==> src/i2p_pkg.sv <==
`timescale 1ns / 1ps
// shared types, constants and helpers of the infix to postfix converter
// no dependencies; imported by every module of the block except i2p_ram

package i2p_pkg;

	// operator stack geometry
	localparam int STACK_DEPTH = 32;
	localparam int PTR_W       = $clog2(STACK_DEPTH);
	localparam int CNT_W       = $clog2(STACK_DEPTH + 1);

	// character and limit register widths
	localparam int SYM_W = 8;
	localparam int LIM_W = 6;
	localparam int CMP_W = (CNT_W > LIM_W) ? CNT_W : LIM_W;
	localparam logic [LIM_W-1:0] LIM_RESET = 6'd32;

	// command queue between front and back
	localparam int QUEUE_DEPTH = 2;
	localparam int QPTR_W      = $clog2(QUEUE_DEPTH);
	localparam int QCNT_W      = $clog2(QUEUE_DEPTH + 1);

	// character codes
	localparam logic [SYM_W-1:0] SYM_MUL  = 8'h2A;
	localparam logic [SYM_W-1:0] SYM_DIV  = 8'h2F;
	localparam logic [SYM_W-1:0] SYM_ADD  = 8'h2B;
	localparam logic [SYM_W-1:0] SYM_SUB  = 8'h2D;
	localparam logic [SYM_W-1:0] SYM_LPAR = 8'h28;
	localparam logic [SYM_W-1:0] SYM_RPAR = 8'h29;
	localparam logic [SYM_W-1:0] SYM_LBRK = 8'h5B;
	localparam logic [SYM_W-1:0] SYM_RBRK = 8'h5D;
	localparam logic [SYM_W-1:0] SYM_LBRC = 8'h7B;
	localparam logic [SYM_W-1:0] SYM_RBRC = 8'h7D;

	// precedence levels
	localparam int RANK_W = 2;
	localparam logic [RANK_W-1:0] RANK_NONE = 2'd0;
	localparam logic [RANK_W-1:0] RANK_LOW  = 2'd1;
	localparam logic [RANK_W-1:0] RANK_HIGH = 2'd2;

	// classified command handed from front to back
	typedef enum logic [2:0] {
		CMD_PASS,
		CMD_OPEN,
		CMD_CLOSE,
		CMD_OPER,
		CMD_FLUSH
	} cmd_kind_t;

	typedef struct packed {
		cmd_kind_t        kind;
		logic [SYM_W-1:0] sym;
		logic [SYM_W-1:0] opener;
		logic [RANK_W-1:0] rank;
	} cmd_t;

	// precedence of a character, openers and others count as none
	function automatic logic [RANK_W-1:0] op_rank(input logic [SYM_W-1:0] ch);
		logic [RANK_W-1:0] r;
		unique case (ch)
			SYM_MUL, SYM_DIV: r = RANK_HIGH;
			SYM_ADD, SYM_SUB: r = RANK_LOW;
			default:          r = RANK_NONE;
		endcase
		return r;
	endfunction

endpackage

==> src/i2p_ram.sv <==
`timescale 1ns / 1ps
// generic single write port ram with registered read
// no dependencies

module i2p_ram #(
	parameter int WIDTH = 8,
	parameter int DEPTH = 32
) (
	input  logic                     clk,
	input  logic                     we,
	input  logic [$clog2(DEPTH)-1:0] waddr,
	input  logic [WIDTH-1:0]         wdata,
	input  logic [$clog2(DEPTH)-1:0] raddr,
	output logic [WIDTH-1:0]         rdata
);

	logic [WIDTH-1:0] mem_q [DEPTH];
	logic [WIDTH-1:0] rdata_q;

	// write port and registered read port
	always_ff @(posedge clk) begin
		if (we) begin
			mem_q[waddr] <= wdata;
		end
		rdata_q <= mem_q[raddr];
	end

	assign rdata = rdata_q;

endmodule

==> src/i2p_front.sv <==
`timescale 1ns / 1ps
// front end: classifies an incoming character into a stack command
// depends on i2p_pkg

module i2p_front import i2p_pkg::*; (
	input  logic [SYM_W-1:0] symbol,
	input  logic             end_of_expression,
	output cmd_t             cmd
);

	// sort the character into its command class
	always_comb begin
		cmd.sym    = symbol;
		cmd.opener = symbol;
		cmd.rank   = op_rank(symbol);
		cmd.kind   = CMD_PASS;
		if (end_of_expression) begin
			cmd.kind = CMD_FLUSH;
		end else begin
			unique case (symbol)
				SYM_LPAR, SYM_LBRK, SYM_LBRC: cmd.kind = CMD_OPEN;
				SYM_RPAR: begin
					cmd.kind   = CMD_CLOSE;
					cmd.opener = SYM_LPAR;
				end
				SYM_RBRK: begin
					cmd.kind   = CMD_CLOSE;
					cmd.opener = SYM_LBRK;
				end
				SYM_RBRC: begin
					cmd.kind   = CMD_CLOSE;
					cmd.opener = SYM_LBRC;
				end
				SYM_MUL, SYM_DIV, SYM_ADD, SYM_SUB: cmd.kind = CMD_OPER;
				default: cmd.kind = CMD_PASS;
			endcase
		end
	end

endmodule

==> src/i2p_queue.sv <==
`timescale 1ns / 1ps
// short command queue between the front end and the stack sequencer
// depends on i2p_pkg

module i2p_queue import i2p_pkg::*; (
	input  logic clk,
	input  logic arst_n,
	input  logic push_valid,
	output logic push_ready,
	input  cmd_t push_cmd,
	output logic pop_valid,
	input  logic pop_ready,
	output cmd_t pop_cmd
);

	cmd_t              entries_q [QUEUE_DEPTH];
	logic [QPTR_W-1:0] wr_ptr_q;
	logic [QPTR_W-1:0] rd_ptr_q;
	logic [QCNT_W-1:0] fill_q;
	logic              do_push;
	logic              do_pop;

	assign push_ready = (fill_q != QCNT_W'(QUEUE_DEPTH));
	assign pop_valid  = (fill_q != '0);
	assign pop_cmd    = entries_q[rd_ptr_q];
	assign do_push    = push_valid && push_ready;
	assign do_pop     = pop_valid && pop_ready;

	// entry storage
	always_ff @(posedge clk) begin
		if (do_push) begin
			entries_q[wr_ptr_q] <= push_cmd;
		end
	end

	// pointers and fill level
	always_ff @(posedge clk or negedge arst_n) begin
		if (!arst_n) begin
			wr_ptr_q <= '0;
			rd_ptr_q <= '0;
			fill_q   <= '0;
		end else begin
			if (do_push) begin
				wr_ptr_q <= (wr_ptr_q == QPTR_W'(QUEUE_DEPTH - 1)) ? '0 : wr_ptr_q + 1'b1;
			end
			if (do_pop) begin
				rd_ptr_q <= (rd_ptr_q == QPTR_W'(QUEUE_DEPTH - 1)) ? '0 : rd_ptr_q + 1'b1;
			end
			if (do_push && !do_pop) begin
				fill_q <= fill_q + 1'b1;
			end else if (do_pop && !do_push) begin
				fill_q <= fill_q - 1'b1;
			end
		end
	end

endmodule

==> src/i2p_back.sv <==
`timescale 1ns / 1ps
// back end: operator stack sequencer, limit register and result register
// depends on i2p_pkg and i2p_ram

module i2p_back import i2p_pkg::*; (
	input  logic             clk,
	input  logic             arst_n,
	input  logic             cfg_valid,
	output logic             cfg_ready,
	input  logic [LIM_W-1:0] cfg_data,
	input  logic             cmd_valid,
	output logic             cmd_ready,
	input  cmd_t             cmd,
	output logic             result_valid,
	input  logic             result_ready,
	output logic [SYM_W-1:0] out_symbol,
	output logic             last_of_run,
	output logic             overflow_seen
);

	typedef enum logic [2:0] {
		ST_IDLE,
		ST_SC_RD,
		ST_SC_CK,
		ST_EM_RD,
		ST_EM_WR,
		ST_FIN
	} state_t;

	state_t            state_q;
	cmd_t              cmd_q;
	logic [LIM_W-1:0]  limit_q;
	logic [CNT_W-1:0]  count_q;
	logic [CNT_W-1:0]  j_q;
	logic [CNT_W-1:0]  k_q;
	logic              drop_q;
	logic              shown_q;
	logic              flag_q;
	logic              res_valid_q;
	logic [SYM_W-1:0]  res_sym_q;
	logic              res_last_q;
	logic              res_ovf_q;

	logic [CMP_W-1:0]  lim_ext;
	logic [CNT_W-1:0]  eff_lim;
	logic              slot_free;
	logic              take;
	logic              push_now;
	logic              full;
	logic              ram_we;
	logic [SYM_W-1:0]  push_sym;
	logic [CNT_W-1:0]  rd_cnt;
	logic [PTR_W-1:0]  rd_addr;
	logic [SYM_W-1:0]  ram_rdata;
	logic [CNT_W-1:0]  j_inc;
	logic              scan_done;
	logic [CNT_W-1:0]  scan_k;
	logic              scan_drop;
	logic [CNT_W-1:0]  scan_rem;
	logic              scan_ovf;

	assign cfg_ready     = 1'b1;
	assign result_valid  = res_valid_q;
	assign out_symbol    = res_sym_q;
	assign last_of_run   = res_last_q;
	assign overflow_seen = res_ovf_q;

	// effective limit: zero acts as one, clamp to the stack depth
	always_comb begin
		lim_ext = CMP_W'(limit_q);
		if (limit_q == '0) begin
			eff_lim = CNT_W'(1);
		end else if (lim_ext > CMP_W'(STACK_DEPTH)) begin
			eff_lim = CNT_W'(STACK_DEPTH);
		end else begin
			eff_lim = lim_ext[CNT_W-1:0];
		end
	end

	// command intake and push control
	assign slot_free = !res_valid_q || result_ready;
	assign take      = (state_q == ST_IDLE) && cmd_valid && ((cmd.kind != CMD_PASS) || slot_free);
	assign cmd_ready = take;
	assign full      = (count_q >= eff_lim);
	assign push_now  = (take && ((cmd.kind == CMD_OPEN) ||
		((cmd.kind == CMD_OPER) && (count_q == '0)))) ||
		((state_q == ST_FIN) && (cmd_q.kind == CMD_OPER));
	assign push_sym  = (state_q == ST_IDLE) ? cmd.sym : cmd_q.sym;
	assign ram_we    = push_now && !full;

	// read address walks down from the top during a scan
	always_comb begin
		if ((state_q == ST_EM_RD) || (state_q == ST_EM_WR)) begin
			rd_cnt = count_q - CNT_W'(1);
		end else begin
			rd_cnt = count_q - CNT_W'(1) - j_q;
		end
		rd_addr = rd_cnt[PTR_W-1:0];
	end

	i2p_ram #(
		.WIDTH (SYM_W),
		.DEPTH (STACK_DEPTH)
	) u_stack (
		.clk   (clk),
		.we    (ram_we),
		.waddr (count_q[PTR_W-1:0]),
		.wdata (push_sym),
		.raddr (rd_addr),
		.rdata (ram_rdata)
	);

	// scan step: how many entries to emit and whether an opener is dropped
	always_comb begin
		j_inc     = j_q + CNT_W'(1);
		scan_done = 1'b0;
		scan_k    = j_q;
		scan_drop = 1'b0;
		if (cmd_q.kind == CMD_CLOSE) begin
			if (ram_rdata == cmd_q.opener) begin
				scan_done = 1'b1;
				scan_drop = 1'b1;
			end else if (j_inc == count_q) begin
				scan_done = 1'b1;
				scan_k    = j_inc;
			end
		end else begin
			if (op_rank(ram_rdata) < cmd_q.rank) begin
				scan_done = 1'b1;
			end else if (j_inc == count_q) begin
				scan_done = 1'b1;
				scan_k    = j_inc;
			end
		end
		scan_rem = count_q - scan_k;
		scan_ovf = (cmd_q.kind == CMD_OPER) && (scan_rem >= eff_lim);
	end

	// sequencer, stack bookkeeping and result register
	always_ff @(posedge clk or negedge arst_n) begin
		if (!arst_n) begin
			state_q     <= ST_IDLE;
			limit_q     <= LIM_RESET;
			count_q     <= '0;
			j_q         <= '0;
			k_q         <= '0;
			drop_q      <= 1'b0;
			shown_q     <= 1'b0;
			flag_q      <= 1'b0;
			res_valid_q <= 1'b0;
		end else begin
			if (cfg_valid) begin
				limit_q <= cfg_data;
			end
			if (res_valid_q && result_ready) begin
				res_valid_q <= 1'b0;
			end
			if (push_now) begin
				if (full) begin
					flag_q <= 1'b1;
				end else begin
					count_q <= count_q + CNT_W'(1);
				end
			end
			unique case (state_q)
				ST_IDLE: begin
					if (take) begin
						cmd_q <= cmd;
						unique case (cmd.kind)
							CMD_PASS: begin
								res_valid_q <= 1'b1;
								res_sym_q   <= cmd.sym;
								res_last_q  <= 1'b1;
								res_ovf_q   <= flag_q;
							end
							CMD_OPEN: begin
							end
							CMD_OPER, CMD_CLOSE: begin
								if (count_q != '0) begin
									j_q     <= '0;
									state_q <= ST_SC_RD;
								end
							end
							CMD_FLUSH: begin
								flag_q <= 1'b0;
								if (count_q != '0) begin
									shown_q <= flag_q;
									k_q     <= count_q;
									drop_q  <= 1'b0;
									state_q <= ST_EM_RD;
								end
							end
							default: begin
							end
						endcase
					end
				end
				ST_SC_RD: begin
					state_q <= ST_SC_CK;
				end
				ST_SC_CK: begin
					if (scan_done) begin
						k_q     <= scan_k;
						drop_q  <= scan_drop;
						shown_q <= flag_q | scan_ovf;
						state_q <= (scan_k == '0) ? ST_FIN : ST_EM_RD;
					end else begin
						j_q     <= j_inc;
						state_q <= ST_SC_RD;
					end
				end
				ST_EM_RD: begin
					state_q <= ST_EM_WR;
				end
				ST_EM_WR: begin
					if (slot_free) begin
						res_valid_q <= 1'b1;
						res_sym_q   <= ram_rdata;
						res_last_q  <= (k_q == CNT_W'(1));
						res_ovf_q   <= shown_q;
						count_q     <= count_q - CNT_W'(1);
						k_q         <= k_q - CNT_W'(1);
						state_q     <= (k_q == CNT_W'(1)) ? ST_FIN : ST_EM_RD;
					end
				end
				ST_FIN: begin
					if (drop_q) begin
						count_q <= count_q - CNT_W'(1);
					end
					state_q <= ST_IDLE;
				end
				default: begin
					state_q <= ST_IDLE;
				end
			endcase
		end
	end

	// the stack never holds more than its depth
	assert property (@(posedge clk) disable iff (!arst_n)
		count_q <= CNT_W'(STACK_DEPTH))
		else $error("stack count beyond depth");

	// a scan never reaches below the bottom of the stack
	assert property (@(posedge clk) disable iff (!arst_n)
		((state_q == ST_SC_RD) || (state_q == ST_SC_CK)) |-> (j_q < count_q))
		else $error("scan index beyond stack count");

	// emitting always has at least one entry left to pop
	assert property (@(posedge clk) disable iff (!arst_n)
		(state_q == ST_EM_WR) |-> (k_q != '0))
		else $error("emit with nothing left");

	// the last result of a flush leaves the stack empty
	assert property (@(posedge clk) disable iff (!arst_n)
		((state_q == ST_EM_WR) && slot_free && (k_q == CNT_W'(1)) &&
		(cmd_q.kind == CMD_FLUSH)) |=> (count_q == '0))
		else $error("flush left entries on the stack");

endmodule

==> src/infix_to_postfix_converter.sv <==
`timescale 1ns / 1ps
// top level of the infix to postfix converter (shunting yard)
// depends on i2p_pkg, i2p_front, i2p_queue and i2p_back
//
// usage:
//   item channel (item_valid/item_ready) takes one ascii character, or an
//   end_of_expression marker that flushes the operator stack top first.
//   result channel (result_valid/result_ready) gives postfix characters;
//   last_of_run marks the final result of an item, overflow_seen the sticky
//   dropped-push flag. brackets and operators may give zero results.
//   cfg channel (cfg_valid/cfg_ready, always ready) writes stack_limit;
//   write it only while no transaction is in flight.
// operation:
//   with the stack idle, a pass-through character goes through the command
//   queue and the result register to the result port. every item is taken
//   in the idle state; a closer or operator on a non-empty stack then scans
//   entries (ram read, then compare), emits entries (ram read, then result
//   write) and finishes; a flush skips the scan. the registered-read stack
//   ram gives each read its own step. a two-entry command queue lets new
//   items enter while the stack works.
// reset clears the stack, the overflow flag and sets stack_limit to 32.
// a stalled receiver holds the result register; the sequencer waits on it
// and the queue fills, then item_ready drops.

module infix_to_postfix_converter import i2p_pkg::*; (
	input  logic             clk,
	input  logic             arst_n,
	input  logic             cfg_valid,
	output logic             cfg_ready,
	input  logic [LIM_W-1:0] cfg_data,
	input  logic             item_valid,
	output logic             item_ready,
	input  logic [SYM_W-1:0] symbol,
	input  logic             end_of_expression,
	output logic             result_valid,
	input  logic             result_ready,
	output logic [SYM_W-1:0] out_symbol,
	output logic             last_of_run,
	output logic             overflow_seen
);

	cmd_t front_cmd;
	cmd_t queue_cmd;
	logic queue_valid;
	logic queue_ready;

	// classify the incoming character
	i2p_front u_front (
		.symbol            (symbol),
		.end_of_expression (end_of_expression),
		.cmd               (front_cmd)
	);

	// decouple intake from stack work
	i2p_queue u_queue (
		.clk        (clk),
		.arst_n     (arst_n),
		.push_valid (item_valid),
		.push_ready (item_ready),
		.push_cmd   (front_cmd),
		.pop_valid  (queue_valid),
		.pop_ready  (queue_ready),
		.pop_cmd    (queue_cmd)
	);

	// operator stack and result register
	i2p_back u_back (
		.clk           (clk),
		.arst_n        (arst_n),
		.cfg_valid     (cfg_valid),
		.cfg_ready     (cfg_ready),
		.cfg_data      (cfg_data),
		.cmd_valid     (queue_valid),
		.cmd_ready     (queue_ready),
		.cmd           (queue_cmd),
		.result_valid  (result_valid),
		.result_ready  (result_ready),
		.out_symbol    (out_symbol),
		.last_of_run   (last_of_run),
		.overflow_seen (overflow_seen)
	);

endmodule
==> config.mk <==
export PLATFORM = sky130hd
export DESIGN_NAME = infix_to_postfix_converter
export DESIGN_NICKNAME = d
export VERILOG_FILES = /design/src/i2p_pkg.sv /design/src/i2p_ram.sv /design/src/i2p_front.sv /design/src/i2p_queue.sv /design/src/i2p_back.sv /design/src/infix_to_postfix_converter.sv
export SDC_FILE = /design/constraint.sdc
export NUM_CORES = 1
export LEC_CHECK = 0
export BUFFER_PORTS_ARGS = -buffer_cell sky130_fd_sc_hd__buf_2
export CAP_MARGIN = 10
export CELL_PAD_IN_SITES_DETAIL_PLACEMENT = 1
export CELL_PAD_IN_SITES_GLOBAL_PLACEMENT = 2
export CORE_MARGIN = 10
export CORE_UTILIZATION = 35
export CTS_CLUSTER_SIZE = 40
export DETAILED_ROUTE_END_ITERATION = 8
export GPL_ROUTABILITY_DRIVEN = 0
export PLACE_DENSITY = 0.67
export SLEW_MARGIN = 20
export SYNTH_ARGS = -nofsm -noshare
export SYNTH_HDL_FRONTEND = slang
export SYNTH_SLANG_ARGS = --single-unit
==> constraint.sdc <==
create_clock -name clk -period 4.3 [get_ports clk]
set_input_delay 0.86 -clock clk [delete_from_list [all_inputs] [get_ports clk]]
set_output_delay 0.86 -clock clk [all_outputs]
set_load 0.01 [all_outputs]
==> run summary, run 1 <==
* vias in the first global route: 9,690
* number of max-capacitance violations reported: 0
* Final Max Tran Viols: 0
* post-route fraction of the period consumed by the critical path: 94.8%
* hold_ws: 0.143 ns
* EDFF count, synth: 329
* most used cell, CP: sky130_fd_sc_hd__a21o_1
* first element of the critical path: u_back.u_stack.rdata[6]$_DFF_P_
* FF-to-FF path depth: 20
* count of distinct cell types in the synthesized netlist: 69
* count of input and output buffers: 31
* count of non-filler cells in the finished layout: 1,752
* primary flip-flop cell chosen by synthesis mapping: sky130_fd_sc_hd__edfxtp_1
* setup repair after global routing missed its margin: yes
* mean instance size in the synthesized netlist: 15.9 µm²
* total grt overflow: 0
* post-synthesis sequential element count: 372
* count of clock tree sinks: 372
* Area growth syn-to-layout: 16.9%
* series of cell instances along the critical path: nor4b_2, nand2_1, nor2_1, ha_1, nand2_1, o311a_1, nor4bb_2, buf_4, xor2_2, ha_2, inv_2, fa_1, ha_1, a21o_1, a21o_1, a21o_1, a21o_1, a21o_1, a31oi_1, o21ai_1
* type of origin of the critical path: flop
* PD cells: 893 nW/µm²
* detailed-route vias per instance: 5.13
* sequential cell area fraction in the yosys report: 68.0%
* Synth async-reset ratio: 9.41%
* final setup skew: 0.0236 ns
* cell area after technology mapping: 16,100 µm²
* Rows: 78
* clock transition at the registers of the reported paths: 0.07 ns
* CP max stage delay: 0.47 ns
* Crit path required time: 4.75 ns
* H-tree depth: 2
* Fmax achieved: 245 MHz
* top fanout value on the critical path: 3
* post-layout instance area: 18,800 µm²
* antenna violations before repair: 0
* Gate Count Post-Synth: 1,011
* root buffer selected by CTS: sky130_fd_sc_hd__clkbuf_16
* count of inserted antenna diode cells: 0
* max-slew headroom at the worst pin: 49.8%
* die area: 54,800 µm²
* internal reg-to-reg setup slack: 0.22 ns
* worst flop-to-flop path startpoint: u_back.u_stack.rdata[6]$_DFF_P_
* count of boundary I/O pins: 33
* cell leakage power: 6.55 nW
* iteration count of the initial detailed-routing pass: 4
* class of the tightest hold or removal check: in -> async
* clock period minus worst slack: 4.08 ns
* effective utilization at floorplan: 35.4%
* slew of the pin with the lowest slew margin: 0.734 ns
* routed length per instance: 22.6 µm
* Nets: 1,178
* Final Hold Vio Count: 0
* post-route core utilization: 41.4%
* drt total wl: 39,600 µm
* count of final setup violators: 0
* Detail Route Antenna Nets: 0
* DRC violations left: 0
* clock tree from TritonCTS: done
* Critical Setup Path Class: reg -> reg
* Placed Instances: 1,682
* vertical die dimension: 234 µm
* area of placed instances: 17,500 µm²
* maximum buffer depth of the clock tree: 3
* Post-Syn Nets: 1,063
* number of violations reported at the end of detailed-routing iteration 0: 501
* FF-to-FF End: u_back.shown_q$_DFFE_PN0P_
* worst setup slack before clock tree synthesis: -0.0291 ns
* sum of net half-perimeters after detailed placement: 26,000 µm
* maximum number of pins on one net before global-route repair: 33
* Setup WS post-layout: 0.224 ns
* via count: 8,990
* Worst Setup End Kind: flop
* status: complete, no violations
* width of the die: 234 µm
* Fin Setup TNS: 0 ns
* number of warning messages in the yosys log: 0
* Pwr Total: 16.8 mW
* Total Routing Usage GR: 14.6%
* layout cell share with drive strength beyond 1: 24.7%
* worst ir drop on vdd: 0.545 mV
* critical path data arrival time: 4.52 ns
* wire length of the first global-routing pass: 60,600 µm
* floorplan core area: 45,400 µm²
* slowest CP cell: sky130_fd_sc_hd__fa_1
* insertion delay to the later sink of the worst-skew pair: 0.57 ns
* number of clock buffers inserted by TritonCTS: 41
[state kept, by name, indices dropped and copies added, names as in the netlist, 2 cells and up]
| name | count |
|---|---|
| u_back.count_q | 6 |
| u_back.lim_ext | 6 |
| u_back.cmd_q | 21 |
| u_back.state_q | 3 |
| u_back.j_q | 6 |
| u_back.u_stack.mem_q | 256 |
| u_queue.fill_q | 2 |
| u_back.out_symbol | 8 |
| u_back.k_q | 6 |
| u_queue.entries_q | 42 |
| u_back.u_stack.rdata | 8 |
[worst max-delay path, delay by kind of cell, from the launching register on]
kind	cells	cell delay (ns)
AO/OA/AOI/OAI	8	1.30
XOR/XNOR	1	0.16
adder cells (fa/ha/maj)	4	1.13
buffers and inverters	2	0.23
flip-flops	1	0.32
AND/OR/NAND/NOR	5	0.82
[area by class of cell]
class,count,area [µm²]
sequential,372,10900
multi-input combinational,565,4920
inverter,26,97.6
fill,4542,26600
timing repair buffer,120,848
clock buffer,52,1090
tap,600,751
clock inverter,17,144
[power breakdown]
| part | total, mW | internal (mW) | switching [mW] |
|---|---|---|---|
| combinational | 8.25 | 3.40 | 4.84 |
| sequential | 5.19 | 4.97 | 0.223 |
| clock | 3.32 | 1.90 | 1.41 |
[kinds of logic after synthesis]
family                   after synthesis  synth area share, %
adder cells (fa/ha/maj)               32                 2.59
XOR/XNOR                              46                 2.51
other                                  1               0.0234
flip-flops                           372                 68.0
multiplexers                         112                 12.2
buffers and inverters                 74                 1.99
AO/OA/AOI/OAI                        146                 5.93
AND/OR/NAND/NOR                      228                 6.76
[cells in the final DEF (no fill, tap or decap), types with 3 or more instances in the layout]
master,Yosys,final
sky130_fd_sc_hd__nor2_1,68,66
sky130_fd_sc_hd__xnor2_1,29,28
sky130_fd_sc_hd__edfxtp_1,329,329
sky130_fd_sc_hd__nor2b_1,7,7
sky130_fd_sc_hd__mux2i_1,26,24
sky130_fd_sc_hd__nand3b_1,7,7
sky130_fd_sc_hd__o21ai_0,27,19
sky130_fd_sc_hd__and3_1,11,10
sky130_fd_sc_hd__dfrtp_1,34,34
sky130_fd_sc_hd__ha_1,30,28
sky130_fd_sc_hd__xor2_1,17,16
sky130_fd_sc_hd__a22o_1,6,6
sky130_fd_sc_hd__dfxtp_1,8,7
sky130_fd_sc_hd__mux2_1,3,3
sky130_fd_sc_hd__or3_1,4,4
sky130_fd_sc_hd__clkbuf_1,27,10
sky130_fd_sc_hd__o21ai_2,0,8
sky130_fd_sc_hd__a22oi_1,3,3
sky130_fd_sc_hd__a31oi_1,19,19
sky130_fd_sc_hd__buf_4,1,87
sky130_fd_sc_hd__a21oi_1,41,41
sky130_fd_sc_hd__buf_2,18,31
sky130_fd_sc_hd__o31ai_1,5,5
sky130_fd_sc_hd__clkbuf_16,0,42
sky130_fd_sc_hd__nor3_1,9,9
sky130_fd_sc_hd__inv_1,26,25
sky130_fd_sc_hd__clkinv_1,0,9
sky130_fd_sc_hd__o21a_1,3,3
sky130_fd_sc_hd__nand2_1,79,79
sky130_fd_sc_hd__nand3_1,10,10
sky130_fd_sc_hd__nand2b_1,11,11
sky130_fd_sc_hd__o221ai_1,4,4
sky130_fd_sc_hd__mux4_2,64,64
sky130_fd_sc_hd__a21o_1,13,13
sky130_fd_sc_hd__and2_1,6,5
sky130_fd_sc_hd__or3b_2,3,3
sky130_fd_sc_hd__mux2_2,18,18
[how the worst max path moves through the flow]
| stage | endpoint | slack (ns) | cells after the start |
|---|---|---|---|
| 2_1_floorplan | u_back.shown_q$_DFFE_PN0P_ | 0.33 | 20 |
| 3_3_place_gp | u_back.shown_q$_DFFE_PN0P_ | -0.01 | 20 |
| 3_5_place_dp | u_back.shown_q$_DFFE_PN0P_ | -0.03 | 20 |
| 4_1_cts | u_back.shown_q$_DFFE_PN0P_ | 0.03 | 20 |
| 5_1_grt | u_back.shown_q$_DFFE_PN0P_ | -0.04 | 20 |
| 6_report | u_back.shown_q$_DFFE_PN0P_ | 0.22 | 20 |
[synth_stat cells, types with 10 or more instances]
library cell	instances	area, µm²
sky130_fd_sc_hd__a21oi_1	41	205
sky130_fd_sc_hd__o21ai_0	27	135
sky130_fd_sc_hd__nand2b_1	11	68.8
sky130_fd_sc_hd__xnor2_1	29	254
sky130_fd_sc_hd__mux2i_1	26	260
sky130_fd_sc_hd__nand2_1	79	297
sky130_fd_sc_hd__inv_1	26	97.6
sky130_fd_sc_hd__nor2_1	68	255
sky130_fd_sc_hd__buf_2	18	90.1
sky130_fd_sc_hd__clkbuf_1	27	101
sky130_fd_sc_hd__edfxtp_1	329	9880
sky130_fd_sc_hd__ha_1	30	375
sky130_fd_sc_hd__a31oi_1	19	119
sky130_fd_sc_hd__xor2_1	17	149
sky130_fd_sc_hd__mux4_2	64	1440
sky130_fd_sc_hd__a21o_1	13	97.6
sky130_fd_sc_hd__and3_1	11	68.8
sky130_fd_sc_hd__nand3_1	10	50.1
sky130_fd_sc_hd__mux2_2	18	203
sky130_fd_sc_hd__dfrtp_1	34	851
[timing repair]
action | in CTS | in global routing
pin swaps | 0 | 18
resized for setup | 2 | 7
hold buffers | 0 | 0
setup buffers | 0 | 1
setup endpoints to repair | 1 | 1
[per-layer routing]
metal	wire, µm	up-vias	global-route usage [%]
li1	-	4127	-
met1	17400	4693	18.8
met2	19900	113	24.7
met3	1250	57	2.33
met4	1050	0	5.32
met5	0	-	0
Power figures use the tool's default switching activity.
==> inputs of run 2 (changes only) <==
--- a/config.mk
+++ b/config.mk
@@ -6,7 +6,6 @@
 export NUM_CORES = 1
 export LEC_CHECK = 0
 export BUFFER_PORTS_ARGS = -buffer_cell sky130_fd_sc_hd__buf_2
-export CAP_MARGIN = 10
 export CELL_PAD_IN_SITES_DETAIL_PLACEMENT = 1
 export CELL_PAD_IN_SITES_GLOBAL_PLACEMENT = 2
 export CORE_MARGIN = 10
@@ -14,8 +13,9 @@
 export CTS_CLUSTER_SIZE = 40
 export DETAILED_ROUTE_END_ITERATION = 8
 export GPL_ROUTABILITY_DRIVEN = 0
-export PLACE_DENSITY = 0.67
+export PLACE_DENSITY = 0.66
 export SLEW_MARGIN = 20
 export SYNTH_ARGS = -nofsm -noshare
 export SYNTH_HDL_FRONTEND = slang
+export SYNTH_HIERARCHICAL = 1
 export SYNTH_SLANG_ARGS = --single-unit
==> run 2 against run 1 <==
Synthesized cell count down 5.9%. Core utilization down 0.54 points. Critical path depth down 4. Worst hold slack better by 0.017 ns. Synthesized area up 1.6%. Design area up 0.82%. Largest cell class unchanged.
==> run summary, run 2 <==
* highest metal used: met4
* CP max stage delay: 0.46 ns, about the same
* Final Hold Vio Count: 0, unchanged
* count of distinct cell types in the synthesized netlist: 85, +23%
* Synth async-reset ratio: 9.41%, unchanged
* count of clock tree sinks: 372, unchanged
* xor-xnor portion of the synthesized cell area: 2.71%, +0.21 points
* detailed-route vias per instance: 5.01, -2.4%
* vertical die dimension: 236 µm, +0.73%
* most common library cell in the layout ignoring fill and taps: sky130_fd_sc_hd__edfxtp_1
* share of the synthesized area in compound gates (AO/OA/AOI/OAI): 3.91%, -2.0 points
* insertion delay to the later sink of the worst-skew pair: 0.58 ns, about the same
* clock period minus worst slack: 3.96 ns, -0.118 ns
* Nets: 1,099, -6.7%
* number of max-capacitance violations reported: 0, unchanged
* Fin Setup TNS: 0 ns, unchanged
* fraction of synthesized area in multiplexers: 14.8%, +2.6 points
* flip-flop count of the largest register, all copies and words added: 256, unchanged
* maximum number of pins on one net before global-route repair: 65, +97%
* Crit path required time: 4.74 ns, about the same
* most used standard cells in the synthesized netlist: sky130_fd_sc_hd__edfxtp_1 (329), sky130_fd_sc_hd__mux4_2 (80), sky130_fd_sc_hd__nor2_1 (57)
* die area: 55,600 µm², +1.5%
* vias in the first global route: 9,253, -4.5%
* register with the highest flop count: u_back/u_stack/mem_q
* primary flip-flop cell chosen by synthesis mapping: sky130_fd_sc_hd__edfxtp_1
* total grt overflow: 0, unchanged
* detailed-route wire length on metal 1: 17,800 µm, +2.7%
* most used cell, CP: sky130_fd_sc_hd__ha_1
* CTS Hold Bufs: 0, unchanged
* count of non-filler cells in the finished layout: 1,689, -3.6%
* status: complete, no violations
* drt total wl: 38,800 µm, -2.1%
* number of violations reported at the end of detailed-routing iteration 0: 613, +22%
* leading registers by flop count: u_back/u_stack/mem_q x256, u_queue/entries_q x42, u_back/cmd_q x21
* setup repair after global routing missed its margin: no
* Total Routing Usage GR: 13.9%, -0.72 points
* Critical Setup Path Class: reg -> reg
* detailed-routed wire length on met3: 1240 µm, -0.88%
* count of boundary I/O pins: 33, unchanged
* class of the tightest hold or removal check: in -> async
* routed length per instance: 22.9 µm, +1.6%
* cell area after technology mapping: 16,300 µm², +1.6%
* library cell with the highest instance count after synthesis: sky130_fd_sc_hd__edfxtp_1
* Detail Route Antenna Nets: 0, unchanged
* H-tree depth: 2, unchanged
* leading area contributor after synthesis: sky130_fd_sc_hd__edfxtp_1
* wire length of the first global-routing pass: 59,200 µm, -2.3%
* Top Family by Delay on Critical Path: compound AO/OA/AOI/OAI gates
* DRC violations left: 0, unchanged
* critical path data arrival time: 4.40 ns, -0.12 ns
* sequential cell area fraction in the yosys report: 66.9%, -1.1 points
* Final Max Tran Viols: 0, unchanged
* count of inserted antenna diode cells: 0, unchanged
* mean instance size in the synthesized netlist: 17.2 µm², +8.0%
* post-route fraction of the period consumed by the critical path: 92.0%, -2.7 points
* top fanout value on the critical path: 7, +4
* number of warning messages in the yosys log: 6, +6
* Adder-Cell Fraction of Synth Area: 2.39%, -0.19 points
* width of the die: 236 µm, +0.73%
* slew of the pin with the lowest slew margin: 1.15 ns, +0.414 ns
* via count: 8,462, -5.9%
* floorplan core area: 46,400 µm², +2.2%
* max-slew headroom at the worst pin: 23.2%, -27 points
* leading post-synthesis cells by cell area: sky130_fd_sc_hd__edfxtp_1 (61%), sky130_fd_sc_hd__mux4_2 (11%), sky130_fd_sc_hd__dfrtp_1 (5.2%)
* count of final setup violators: 0, unchanged
* maximum buffer depth of the clock tree: 3, unchanged
* type of origin of the critical path: flop
* final setup skew: 0.0330 ns, +0.00933 ns
* layout cell share with drive strength beyond 1: 32.2%, +7.4 points
* root buffer selected by CTS: sky130_fd_sc_hd__clkbuf_16
* slowest CP cell: sky130_fd_sc_hd__fa_1
* count of fill cells added during filler insertion: 4,530, -0.26%
* post-synthesis sequential element count: 372, unchanged
* post-synthesis simple-gate area fraction: 6.70%, -0.069 points
* post-route core utilization: 40.8%, -0.54 points
* highest-count cells in the layout ignoring fill and taps: sky130_fd_sc_hd__edfxtp_1 (329), sky130_fd_sc_hd__mux4_2 (80), sky130_fd_sc_hd__buf_4 (72)
* Worst Path Buf+Inv: 1, -1
* detailed-routed wire length on met2: 18,800 µm, -5.5%
* count of input and output buffers: 31, unchanged
* Placed Instances: 1,608, -4.4%
* number of clock buffers inserted by TritonCTS: 42, +2.4%
* antenna violations before repair: 0, unchanged
* sum of net half-perimeters after detailed placement: 25,900 µm, -0.59%
* Worst Setup End Kind: flop
* series of cell instances along the critical path: ha_1, nand2b_1, a311oi_2, o2111ai_2, nand3b_1, xnor2_2, ha_1, inv_1, fa_1, ha_1, a21o_1, a21o_1, a211oi_1, o21bai_1, a31oi_1, mux2i_1
* Post-Syn Nets: 1,001, -5.8%
* iteration count of the initial detailed-routing pass: 4, unchanged
* Fmax achieved: 253 MHz, +3.0%
* Gate Count Post-Synth: 951, -5.9%
* main combinational cell family by area after synthesis: multiplexers
* Area growth syn-to-layout: 16.0%
* clock tree from TritonCTS: done
* effective utilization at floorplan: 35.2%, -0.19 points
* proportion of netlist area held by the largest area contributor: 60.6%, -0.97 points
* clock transition at the registers of the reported paths: 0.06 ns, about the same
* Rows: 79, +1.3%
* EDFF count, synth: 329, unchanged
## run 2: cell count changes after synthesis, sizes merged, moves of 8 or more
cell	previous run	this run
mux2	21	49
nand2	80	56
a21oi	41	18
mux2i	27	6
mux4	64	80
a31oi	19	4
buf	21	33
nor2	68	57
clkbuf	27	17
xor2	17	27
o21ai	29	20
xnor2	29	21
## run 2: final cells by class
cell class / count / area [µm²] / share of cell area (%)
Inverter: 24 / 90.1 / 0.476
Multi-Input combinational cell: 504 / 5050 / 26.7
Clock inverter: 29 / 283 / 1.49
Sequential cell: 372 / 10900 / 57.7
Timing Repair Buffer: 105 / 736 / 3.89
Tap cell: 607 / 759 / 4.01
Clock buffer: 48 / 1090 / 5.78
## run 2: layer usage
metal / global-route usage, % / up-vias
li1: - / 3896
met1: 18.5 / 4407
met3: 2.35 / 49
met4: 4.43 / 0
met5: 0 / -
met2: 22.8 / 110
## run 2: worst paths after layout
path | cells after the start | from | slack [ns] | end
worst max-delay path | 16 | u_back/j_q[0]$_DFFE_PN0P_ | 0.34 | u_back/shown_q$_DFFE_PN0P_
worst min-delay path | 1 | arst_n | 0.16 | u_back/result_valid$_DFF_PN0_
worst max register to register | 16 | u_back/j_q[0]$_DFFE_PN0P_ | 0.34 | u_back/shown_q$_DFFE_PN0P_
worst min register to register | 1 | u_queue/wr_ptr_q$_DFFE_PN0P_ | 0.52 | u_queue/wr_ptr_q$_DFFE_PN0P_
max in group asynchronous | 2 | arst_n | 3.39 | u_back/lim_ext[5]$_DFFE_PN1P_
min in group clk | 1 | u_queue/wr_ptr_q$_DFFE_PN0P_ | 0.52 | u_queue/wr_ptr_q$_DFFE_PN0P_
## run 2: cells by family (layout without fill, tap and decap cells)
| group | after synthesis | in the layout |
|---|---|---|
| simple gates | 202 | 202 |
| flops | 372 | 372 |
| xor+xnor | 49 | 49 |
| fa+ha+maj | 30 | 30 |
| buf+inv | 75 | 206 |
| compound gates | 87 | 87 |
| other cells | 1 | 1 |
| mux | 135 | 135 |
## run 2: timing repair
item | 4_1_cts | 5_1_grt
endpoints found under the setup margin | 0 | 1
resized for setup | 0 | 7
setup buffers | 0 | 4
## run 2: stage by stage
step                cell area, µm²  setup WS (ns)  hold WS [ns]
finish                       18900          0.342         0.160
global placement             17500          0.237         0.473
floorplan                    16300          0.412         0.461
CTS                          18900          0.121         0.138
detailed placement           17500          0.133         0.503
global route                 18900         0.0139         0.144
Power of run 2 is not shown: default switching activity piles up to over one toggle a cycle in this logic, so the estimate is an artifact.
